<file path="config.mk">
export PLATFORM = sky130hd
export DESIGN_NAME = yuyv_to_rgb_ring_overlay
export DESIGN_NICKNAME = d
export VERILOG_FILES = /design/src/hw/rtl/yrr_pkg.sv /design/src/hw/rtl/yrr_lane.sv /design/src/hw/rtl/yuyv_to_rgb_ring_overlay.sv
export SDC_FILE = /design/constraint.sdc
export NUM_CORES = 2
export LEC_CHECK = 0
export ABC_CLOCK_PERIOD_IN_PS = 25700
export BUFFER_PORTS_ARGS = -buffer_cell sky130_fd_sc_hd__buf_2
export CAP_MARGIN = 0
export CORE_MARGIN = 3
export CORE_UTILIZATION = 65
export CTS_CLUSTER_DIAMETER = 80
export CTS_CLUSTER_SIZE = 24
export DETAILED_ROUTE_END_ITERATION = 10
export PLACE_DENSITY = 0.89
export REMOVE_ABC_BUFFERS = 1
export SETUP_SLACK_MARGIN = 0.2
export SYNTH_ARGS = -nofsm -noshare
export SYNTH_HDL_FRONTEND = slang
export SYNTH_SLANG_ARGS = --single-unit
</file>
<file path="constraint.sdc">
create_clock -name i_clk -period 25.7 [get_ports i_clk]
set_clock_uncertainty 0.1 [all_clocks]
set_input_delay 7.71 -clock i_clk [delete_from_list [all_inputs] [get_ports i_clk]]
set_output_delay 7.71 -clock i_clk [all_outputs]
set_load 0.01 [all_outputs]
</file>
<file path="src/hw/rtl/yrr_pkg.sv">
// Shared types, register indexes and constants for the YUYV to RGB ring overlay.
package yrr_pkg;

    localparam int MAX_FRAME_SIDE_DEF = 2048;
    localparam int LANES              = 2;

    localparam int CFG_IDX_W  = 3;
    localparam int CFG_DATA_W = 12;

    localparam logic [CFG_IDX_W-1:0] CFG_FRAME_WIDTH    = 3'd0;
    localparam logic [CFG_IDX_W-1:0] CFG_FRAME_HEIGHT   = 3'd1;
    localparam logic [CFG_IDX_W-1:0] CFG_CENTER_X       = 3'd2;
    localparam logic [CFG_IDX_W-1:0] CFG_CENTER_Y       = 3'd3;
    localparam logic [CFG_IDX_W-1:0] CFG_RING_RADIUS    = 3'd4;
    localparam logic [CFG_IDX_W-1:0] CFG_RING_THICKNESS = 3'd5;

    localparam logic [11:0] RST_FRAME_WIDTH    = 12'd640;
    localparam logic [11:0] RST_FRAME_HEIGHT   = 12'd480;
    localparam logic [10:0] RST_CENTER_X       = 11'd320;
    localparam logic [10:0] RST_CENTER_Y       = 11'd240;
    localparam logic [9:0]  RST_RING_RADIUS    = 10'd50;
    localparam logic [9:0]  RST_RING_THICKNESS = 10'd5;
    localparam logic [19:0] RST_RAD_SQ   = 20'(RST_RING_RADIUS * RST_RING_RADIUS);
    localparam logic [19:0] RST_INNER_SQ =
        20'((RST_RING_RADIUS - RST_RING_THICKNESS) * (RST_RING_RADIUS - RST_RING_THICKNESS));

    typedef struct packed {
        logic [7:0] luma_first;
        logic [7:0] chroma_blue;
        logic [7:0] luma_second;
        logic [7:0] chroma_red;
        logic       last_in_frame;
    } t_in_item;

    typedef struct packed {
        logic [7:0] red_left;
        logic [7:0] green_left;
        logic [7:0] blue_left;
        logic [7:0] red_right;
        logic [7:0] green_right;
        logic [7:0] blue_right;
        logic       frame_end;
    } t_out_item;

    typedef struct packed {
        logic [7:0] red;
        logic [7:0] green;
        logic [7:0] blue;
    } t_rgb;

    // ring geometry as the lanes see it, squares precomputed from the registers
    typedef struct packed {
        logic [10:0] center_x;
        logic [10:0] center_y;
        logic [19:0] rad_sq;
        logic [19:0] inner_sq;
        logic        inner_neg;
    } t_ring_cfg;

endpackage

</file>
<file path="src/hw/rtl/yrr_lane.sv">
// One pixel lane: BT.601 conversion and ring test over two register stages.
module yrr_lane #(
    parameter int MAX_FRAME_SIDE = yrr_pkg::MAX_FRAME_SIDE_DEF
) (
    input  logic                               i_clk,
    input  logic                               i_en2,
    input  logic                               i_en3,
    input  logic [7:0]                         i_luma,
    input  logic [7:0]                         i_cb,
    input  logic [7:0]                         i_cr,
    input  logic [$clog2(MAX_FRAME_SIDE):0]    i_x,
    input  logic [$clog2(MAX_FRAME_SIDE):0]    i_y,
    input  yrr_pkg::t_ring_cfg                 i_ring,
    output yrr_pkg::t_rgb                      o_pix
);
    import yrr_pkg::*;

    localparam int XW = $clog2(MAX_FRAME_SIDE) + 1;
    localparam int DW = ((XW > 11) ? XW : 11) + 1;
    localparam int SQW = 2 * DW;

    function automatic logic [7:0] clamp_q8(input logic signed [19:0] s);
        logic [7:0] res;
        if (s[19]) begin
            res = 8'd0;
        end else if (|s[18:16]) begin
            res = 8'd255;
        end else begin
            res = s[15:8];
        end
        return res;
    endfunction

    logic signed [8:0]     c;
    logic signed [8:0]     d;
    logic signed [8:0]     e;
    logic signed [DW-1:0]  dx;
    logic signed [DW-1:0]  dy;
    logic signed [SQW-1:0] dx_sq;
    logic signed [SQW-1:0] dy_sq;

    // chroma minus 128: flip the top bit and sign-extend
    assign c  = $signed({1'b0, i_luma} - 9'd16);
    assign d  = $signed({~i_cb[7], ~i_cb[7], i_cb[6:0]});
    assign e  = $signed({~i_cr[7], ~i_cr[7], i_cr[6:0]});
    assign dx = $signed(DW'(i_x)) - $signed(DW'(i_ring.center_x));
    assign dy = $signed(DW'(i_y)) - $signed(DW'(i_ring.center_y));
    assign dx_sq = SQW'(dx) * SQW'(dx);
    assign dy_sq = SQW'(dy) * SQW'(dy);

    logic signed [19:0] r_pc;
    logic signed [19:0] r_pre;
    logic signed [19:0] r_pgd;
    logic signed [19:0] r_pge;
    logic signed [19:0] r_pbd;
    logic [SQW-1:0]     r_dx_sq;
    logic [SQW-1:0]     r_dy_sq;

    always_ff @(posedge i_clk) begin
        if (i_en2) begin
            r_pc    <= 20'(c) * 20'sd298;
            r_pre   <= 20'(e) * 20'sd409;
            r_pgd   <= 20'(d) * 20'sd100;
            r_pge   <= 20'(e) * 20'sd208;
            r_pbd   <= 20'(d) * 20'sd516;
            r_dx_sq <= unsigned'(dx_sq);
            r_dy_sq <= unsigned'(dy_sq);
        end
    end

    logic signed [19:0] sum_r;
    logic signed [19:0] sum_g;
    logic signed [19:0] sum_b;
    logic [SQW:0]       dist_sq;
    logic               on_ring;
    t_rgb               n_pix;
    t_rgb               r_pix;

    assign sum_r   = r_pc + r_pre + 20'sd128;
    assign sum_g   = r_pc - r_pgd - r_pge + 20'sd128;
    assign sum_b   = r_pc + r_pbd + 20'sd128;
    assign dist_sq = (SQW+1)'(r_dx_sq) + (SQW+1)'(r_dy_sq);
    assign on_ring = (dist_sq < (SQW+1)'(i_ring.rad_sq)) &&
                     (i_ring.inner_neg || (dist_sq > (SQW+1)'(i_ring.inner_sq)));

    always_comb begin
        if (on_ring) begin
            n_pix = '{red: 8'd255, green: 8'd0, blue: 8'd0};
        end else begin
            n_pix = '{red: clamp_q8(sum_r), green: clamp_q8(sum_g), blue: clamp_q8(sum_b)};
        end
    end

    always_ff @(posedge i_clk) begin
        if (i_en3) begin
            r_pix <= n_pix;
        end
    end

    assign o_pix = r_pix;

endmodule

</file>
<file path="src/hw/rtl/yuyv_to_rgb_ring_overlay.sv">
// YUYV macropixel to RGB pair converter with a red ring overlay.
// One item (a YUYV pair) is taken per clock while the output is not stalled, and one RGB pair
// comes out per item, registered through the three-stage pipeline (capture, products, sums and
// clamp) in which two pixel lanes run side by side, and each stage moves on as soon as the one
// after it is free. Column and row counters place each pair in the frame. Ring squares are
// registered from the radius and thickness registers after those are written.
module yuyv_to_rgb_ring_overlay #(
    parameter int MAX_FRAME_SIDE = yrr_pkg::MAX_FRAME_SIDE_DEF
) (
    input  logic                               i_clk,
    input  logic                               i_rst_n,
    input  logic                               i_in_valid,
    output logic                               o_in_ready,
    input  yrr_pkg::t_in_item                  i_in_data,
    output logic                               o_out_valid,
    input  logic                               i_out_ready,
    output yrr_pkg::t_out_item                 o_out_data,
    input  logic                               i_cfg_valid,
    output logic                               o_cfg_ready,
    input  logic [yrr_pkg::CFG_IDX_W-1:0]      i_cfg_index,
    input  logic [yrr_pkg::CFG_DATA_W-1:0]     i_cfg_data
);
    import yrr_pkg::*;

    localparam int CW = $clog2(MAX_FRAME_SIDE);
    localparam int XW = CW + 1;
    localparam int SW = (XW > 12) ? XW : 12;

    // configuration registers
    logic [11:0] r_frame_width;
    logic [11:0] r_frame_height;
    logic [10:0] r_center_x;
    logic [10:0] r_center_y;
    logic [9:0]  r_radius;
    logic [9:0]  r_thickness;
    logic [19:0] r_rad_sq;
    logic [19:0] r_inner_sq;
    logic        r_inner_neg;

    logic signed [10:0] inner;
    assign inner = $signed({1'b0, r_radius}) - $signed({1'b0, r_thickness});

    assign o_cfg_ready = 1'b1;

    always_ff @(posedge i_clk) begin
        if (!i_rst_n) begin
            r_frame_width  <= RST_FRAME_WIDTH;
            r_frame_height <= RST_FRAME_HEIGHT;
            r_center_x     <= RST_CENTER_X;
            r_center_y     <= RST_CENTER_Y;
            r_radius       <= RST_RING_RADIUS;
            r_thickness    <= RST_RING_THICKNESS;
            r_rad_sq       <= RST_RAD_SQ;
            r_inner_sq     <= RST_INNER_SQ;
            r_inner_neg    <= 1'b0;
        end else begin
            r_rad_sq    <= 20'(r_radius) * 20'(r_radius);
            r_inner_sq  <= 20'(inner[9:0]) * 20'(inner[9:0]);
            r_inner_neg <= inner[10];
            if (i_cfg_valid) begin
                case (i_cfg_index)
                    CFG_FRAME_WIDTH:    r_frame_width  <= i_cfg_data;
                    CFG_FRAME_HEIGHT:   r_frame_height <= i_cfg_data;
                    CFG_CENTER_X:       r_center_x     <= i_cfg_data[10:0];
                    CFG_CENTER_Y:       r_center_y     <= i_cfg_data[10:0];
                    CFG_RING_RADIUS:    r_radius       <= i_cfg_data[9:0];
                    CFG_RING_THICKNESS: r_thickness    <= i_cfg_data[9:0];
                    default: ;
                endcase
            end
        end
    end

    // pipeline flow control: each stage moves when it is empty or the next one moves
    logic r_v1;
    logic r_v2;
    logic r_v3;
    logic adv1;
    logic adv2;
    logic adv3;
    logic in_acc;

    assign adv3   = !r_v3 || i_out_ready;
    assign adv2   = !r_v2 || adv3;
    assign adv1   = !r_v1 || adv2;
    assign in_acc = i_in_valid && adv1;
    assign o_in_ready  = adv1;
    assign o_out_valid = r_v3;

    always_ff @(posedge i_clk) begin
        if (!i_rst_n) begin
            r_v1 <= 1'b0;
            r_v2 <= 1'b0;
            r_v3 <= 1'b0;
        end else begin
            if (adv1) r_v1 <= i_in_valid;
            if (adv2) r_v2 <= r_v1;
            if (adv3) r_v3 <= r_v2;
        end
    end

    // frame position
    logic [CW-1:0] r_col;
    logic [CW-1:0] r_row;
    logic [CW-1:0] n_col;
    logic [CW-1:0] n_row;
    logic [SW-1:0] w_eff;
    logic [SW-1:0] h_eff;
    logic          col_wrap;
    logic          row_wrap;
    logic          n_end;

    assign w_eff = (SW'(r_frame_width) > SW'(MAX_FRAME_SIDE)) ?
                   SW'(MAX_FRAME_SIDE) : SW'(r_frame_width);
    assign h_eff = (SW'(r_frame_height) > SW'(MAX_FRAME_SIDE)) ?
                   SW'(MAX_FRAME_SIDE) : SW'(r_frame_height);
    assign col_wrap = (SW'(r_col) + SW'(2)) >= w_eff;
    assign row_wrap = (SW'(r_row) + SW'(1)) >= h_eff;

    always_comb begin
        n_col = r_col;
        n_row = r_row;
        n_end = i_in_data.last_in_frame;
        if (i_in_data.last_in_frame) begin
            n_col = '0;
            n_row = '0;
        end else if (col_wrap) begin
            n_col = '0;
            if (row_wrap) begin
                n_row = '0;
                n_end = 1'b1;
            end else begin
                n_row = r_row + CW'(1);
            end
        end else begin
            n_col = r_col + CW'(2);
        end
    end

    always_ff @(posedge i_clk) begin
        if (!i_rst_n) begin
            r_col <= '0;
            r_row <= '0;
        end else if (in_acc) begin
            r_col <= n_col;
            r_row <= n_row;
        end
    end

    // capture stage
    t_in_item      r_s1_in;
    logic [CW-1:0] r_s1_col;
    logic [CW-1:0] r_s1_row;
    logic          r_s1_end;
    logic          r_s2_end;
    logic          r_s3_end;

    always_ff @(posedge i_clk) begin
        if (in_acc) begin
            r_s1_in  <= i_in_data;
            r_s1_col <= r_col;
            r_s1_row <= r_row;
            r_s1_end <= n_end;
        end
        if (adv2 && r_v1) r_s2_end <= r_s1_end;
        if (adv3 && r_v2) r_s3_end <= r_s2_end;
    end

    t_ring_cfg ring;
    assign ring = '{center_x:  r_center_x,
                    center_y:  r_center_y,
                    rad_sq:    r_rad_sq,
                    inner_sq:  r_inner_sq,
                    inner_neg: r_inner_neg};

    logic [7:0] lane_luma [LANES];
    t_rgb       lane_pix  [LANES];

    assign lane_luma[0] = r_s1_in.luma_first;
    assign lane_luma[1] = r_s1_in.luma_second;

    for (genvar l = 0; l < LANES; l++) begin : g_lane
        yrr_lane #(
            .MAX_FRAME_SIDE(MAX_FRAME_SIDE)
        ) u_lane (
            .i_clk  (i_clk),
            .i_en2  (adv2 && r_v1),
            .i_en3  (adv3 && r_v2),
            .i_luma (lane_luma[l]),
            .i_cb   (r_s1_in.chroma_blue),
            .i_cr   (r_s1_in.chroma_red),
            .i_x    (XW'(r_s1_col) + XW'(l)),
            .i_y    (XW'(r_s1_row)),
            .i_ring (ring),
            .o_pix  (lane_pix[l])
        );
    end

    // merge the two lanes into one result item
    assign o_out_data = '{red_left:    lane_pix[0].red,
                          green_left:  lane_pix[0].green,
                          blue_left:   lane_pix[0].blue,
                          red_right:   lane_pix[1].red,
                          green_right: lane_pix[1].green,
                          blue_right:  lane_pix[1].blue,
                          frame_end:   r_s3_end};

    a_col_even: assert property (@(posedge i_clk) disable iff (!i_rst_n)
        !r_col[0])
        else $error("column counter went odd");

    a_last_clears: assert property (@(posedge i_clk) disable iff (!i_rst_n)
        in_acc && i_in_data.last_in_frame |=> (r_col == '0) && (r_row == '0))
        else $error("counters not cleared after last item of frame");

    a_full_stall: assert property (@(posedge i_clk) disable iff (!i_rst_n)
        r_v1 && r_v2 && r_v3 && !i_out_ready |-> !o_in_ready)
        else $error("item taken while pipeline full and stalled");

    a_end_follows: assert property (@(posedge i_clk) disable iff (!i_rst_n)
        in_acc && i_in_data.last_in_frame |=> r_s1_end)
        else $error("frame end flag lost at capture");

endmodule
</file>
==> impl_metrics.ini <==
[synth]
synth_seq_area_share_pct = 21.14
async_reset_ff_share_pct = 0
syn_inst = 5198
syn_area_per_cell_um2 = 9.673
synth-seq-cells = 397
synth_top_area_share_pct = 22.81
synth_edf_count = 268
synth_warnings = 0
synth_flop_cell = edfxtp_1
synth_cell_type_count = 82
synth_area_leaders = fa_1, ha_1, edfxtp_1
synth_top_cell_by_area = fa_1
syn_area_um2 = 50280

[global_routing]
grt_overflow_total = 0
antenna_found_initial = 2
grt_pass1_wl_um = 192800
grt_usage_pct = 29.42
grt_start_max_net_pins = 166
grt_pass1_vias = 39420

[flow_run]
max_cap_violations = 0

[worst_setup_path]
startpoint_type = primary input
cp_max_fo = 5
path_common_cell = buf_2
cp.arrival_ns = 8.60
critical_path.top_delay_family = simple AND/OR/NAND/NOR gates
crit_chain = buf_2, nor2b_1, nand3_1, buf_2
criticalPathCategory = in -> out
end_kind = primary output
worst_ep_required_time_ns = 17.89
crit_buf_inv = 2
slowest_stage = nor2b_1
max_stage_delay_ns = 0.43

[clock_network]
postCtsSetupBuffers = 0
ctsResizeCount = 0
ctsHoldBuffers = 0
cts_tree = built
clockBufferDepth = 3
cts-buffers-inserted = 27
htree_levels = 1
ctsRootBufferMaster = clkbuf_16
insertion_delay_ns = 0.62
cts.clk_slew.worst_paths_ns = 0.10
clock-sinks = 397

[die]
dieArea_um2 = 80730
core_area_um2 = 76330
io_pins = 105
rows = 101
initial_core_util_pct = 65.88
die_x_um = 284.1
die_h_um = 284.1

[sta]
fin_crit_sh_pct = 63.83
fmax_mhz = 60.96
fin_tns_setup_ns = 0
maxSlewViolCount = 0
grt_setup_unrepaired = no
slew_headroom_pct = 23.19
finalHoldViolCount = 0
fin_crit_ns = 16.41
setup_viol_count_final = 0
worst_pin_slew_ns = 1.144

[drt]
via_per_inst = 5.879
drt_iter0_drc = 2628
drc = 0
postRouteAntennaNets = 0
totalWireLength_um = 117500
wl_per_cell_um = 18.55
vias = 37220
dr.pass1.iters = 6

[final_layout]
instances_no_fill = 6332
final_nets = 6761
final_cell_mix = inv_1, ha_1, fa_1
drive_gt1_share_pct = 4.151
area_delta_synth_final_pct = 5.377
final_common_cell = inv_1
final_area_um2 = 52990

[placement]
dp_cells = 6281
postPlaceCellArea_um2 = 52000
io_buffers = 103
hpwlAfterDp_um = 96800
place_congestion = 0.9552

[status]
status = finished clean

[worst_hold_path]
hold_path.class = reg -> reg
## through the flow
stage / hold WS, ns / util, % / worst slack (ns)
global placement: 0.3295 / 68.13 / 9.283
detailed placement: 0.3345 / 68.13 / 9.290
CTS: 0.3509 / 69.41 / 9.286
global route: 0.3591 / 69.42 / 9.208
floorplan: 0.3003 / - / 4.966
finish: 0.3486 / 69.42 / 9.295
## state kept, by name, summed over array words and instances (netlist names), 11 cells and up
signal and cells:
g_lane.u_lane.o_pix 48, lane_luma 16, g_lane.u_lane.r_pre 18, r_rad_sq 19
g_lane.u_lane.r_pgd 14, g_lane.u_lane.r_pbd 14, g_lane.u_lane.r_dx_sq 48, r_center_x 11
r_frame_height 12, g_lane.u_lane.r_pc 36, g_lane.u_lane.r_dy_sq 23, r_center_y 11
r_row 11, g_lane.u_lane.r_pge 11, r_inner_sq 19, r_frame_width 12
r_s1_row 11, r_s1_in 16
## final timing paths
| check | start | depth (start not counted) | end | slack, ns |
|---|---|---|---|---|
| max reg2reg | r_s1_row[0]$_DFFE_PP_ | 30 | g_lane[0].u_lane.r_dy_sq[24]$_DFFE_PP_ | 16.58 |
| max | i_out_ready | 4 | o_in_ready | 9.29 |
| min | r_s2_end$_DFFE_PP_ | 0 | r_s3_end$_DFFE_PP_ | 0.35 |
| min reg2reg | r_s2_end$_DFFE_PP_ | 0 | r_s3_end$_DFFE_PP_ | 0.35 |
## cells in the mapped netlist, drive strengths merged (70+ instances only)
cell,number
edfxtp,268
a21oi,192
a21boi,82
nand2,407
ha,855
inv,1001
o21ai,155
nor2,344
xnor2,196
a21o,105
fa,573
dfxtp,129
nand3,70
and2,77
xor2,90
## kinds of logic after synthesis
kind of cell    count (synthesis)  share of synthesized area [%]
compound gates                779                          10.22
xor+xnor                      286                          4.997
fa+ha+maj                    1428                          44.09
buf+inv                      1091                          8.167
flops                         397                          21.14
mux                            18                         0.3733
other cells                     2                        0.01494
simple gates                 1197                          11.00
## worst register-to-register path: cells and delay by family (launching register included)
family	cells	cell delay (ns)
AO/OA/AOI/OAI	13	2.89
XOR/XNOR	2	0.64
adder cells (fa/ha/maj)	8	3.58
buffers and inverters	5	0.79
flip-flops	1	0.38
AND/OR/NAND/NOR	2	0.58
## layer usage
metal	GRT usage (%)	wire, um	part of all wire [%]	up-vias
li1	-	-	-	17240
met1	34.82	43980	37	18030
met2	52.48	58530	50	1510
met3	3.937	8145	6.9	445
met4	14.90	6813	5.8	0
met5	0	0	0	-
## layout make-up
| type | count | area [um2] |
|---|---|---|
| well taps | 1030 | 1289 |
| flip-flops and latches | 397 | 10630 |
| repair buffers | 123 | 678.2 |
| diodes | 2 | 5.005 |
| clock buffers | 31 | 711.9 |
| clock inverters | 18 | 270.3 |
| multi-input cells | 3710 | 35570 |
| inverters | 1021 | 3832 |
| fillers | 5357 | 23340 |
Power is left out: the tool's default activity adds up to more than one toggle a clock period on the data nets, which glitch-free logic cannot reach.
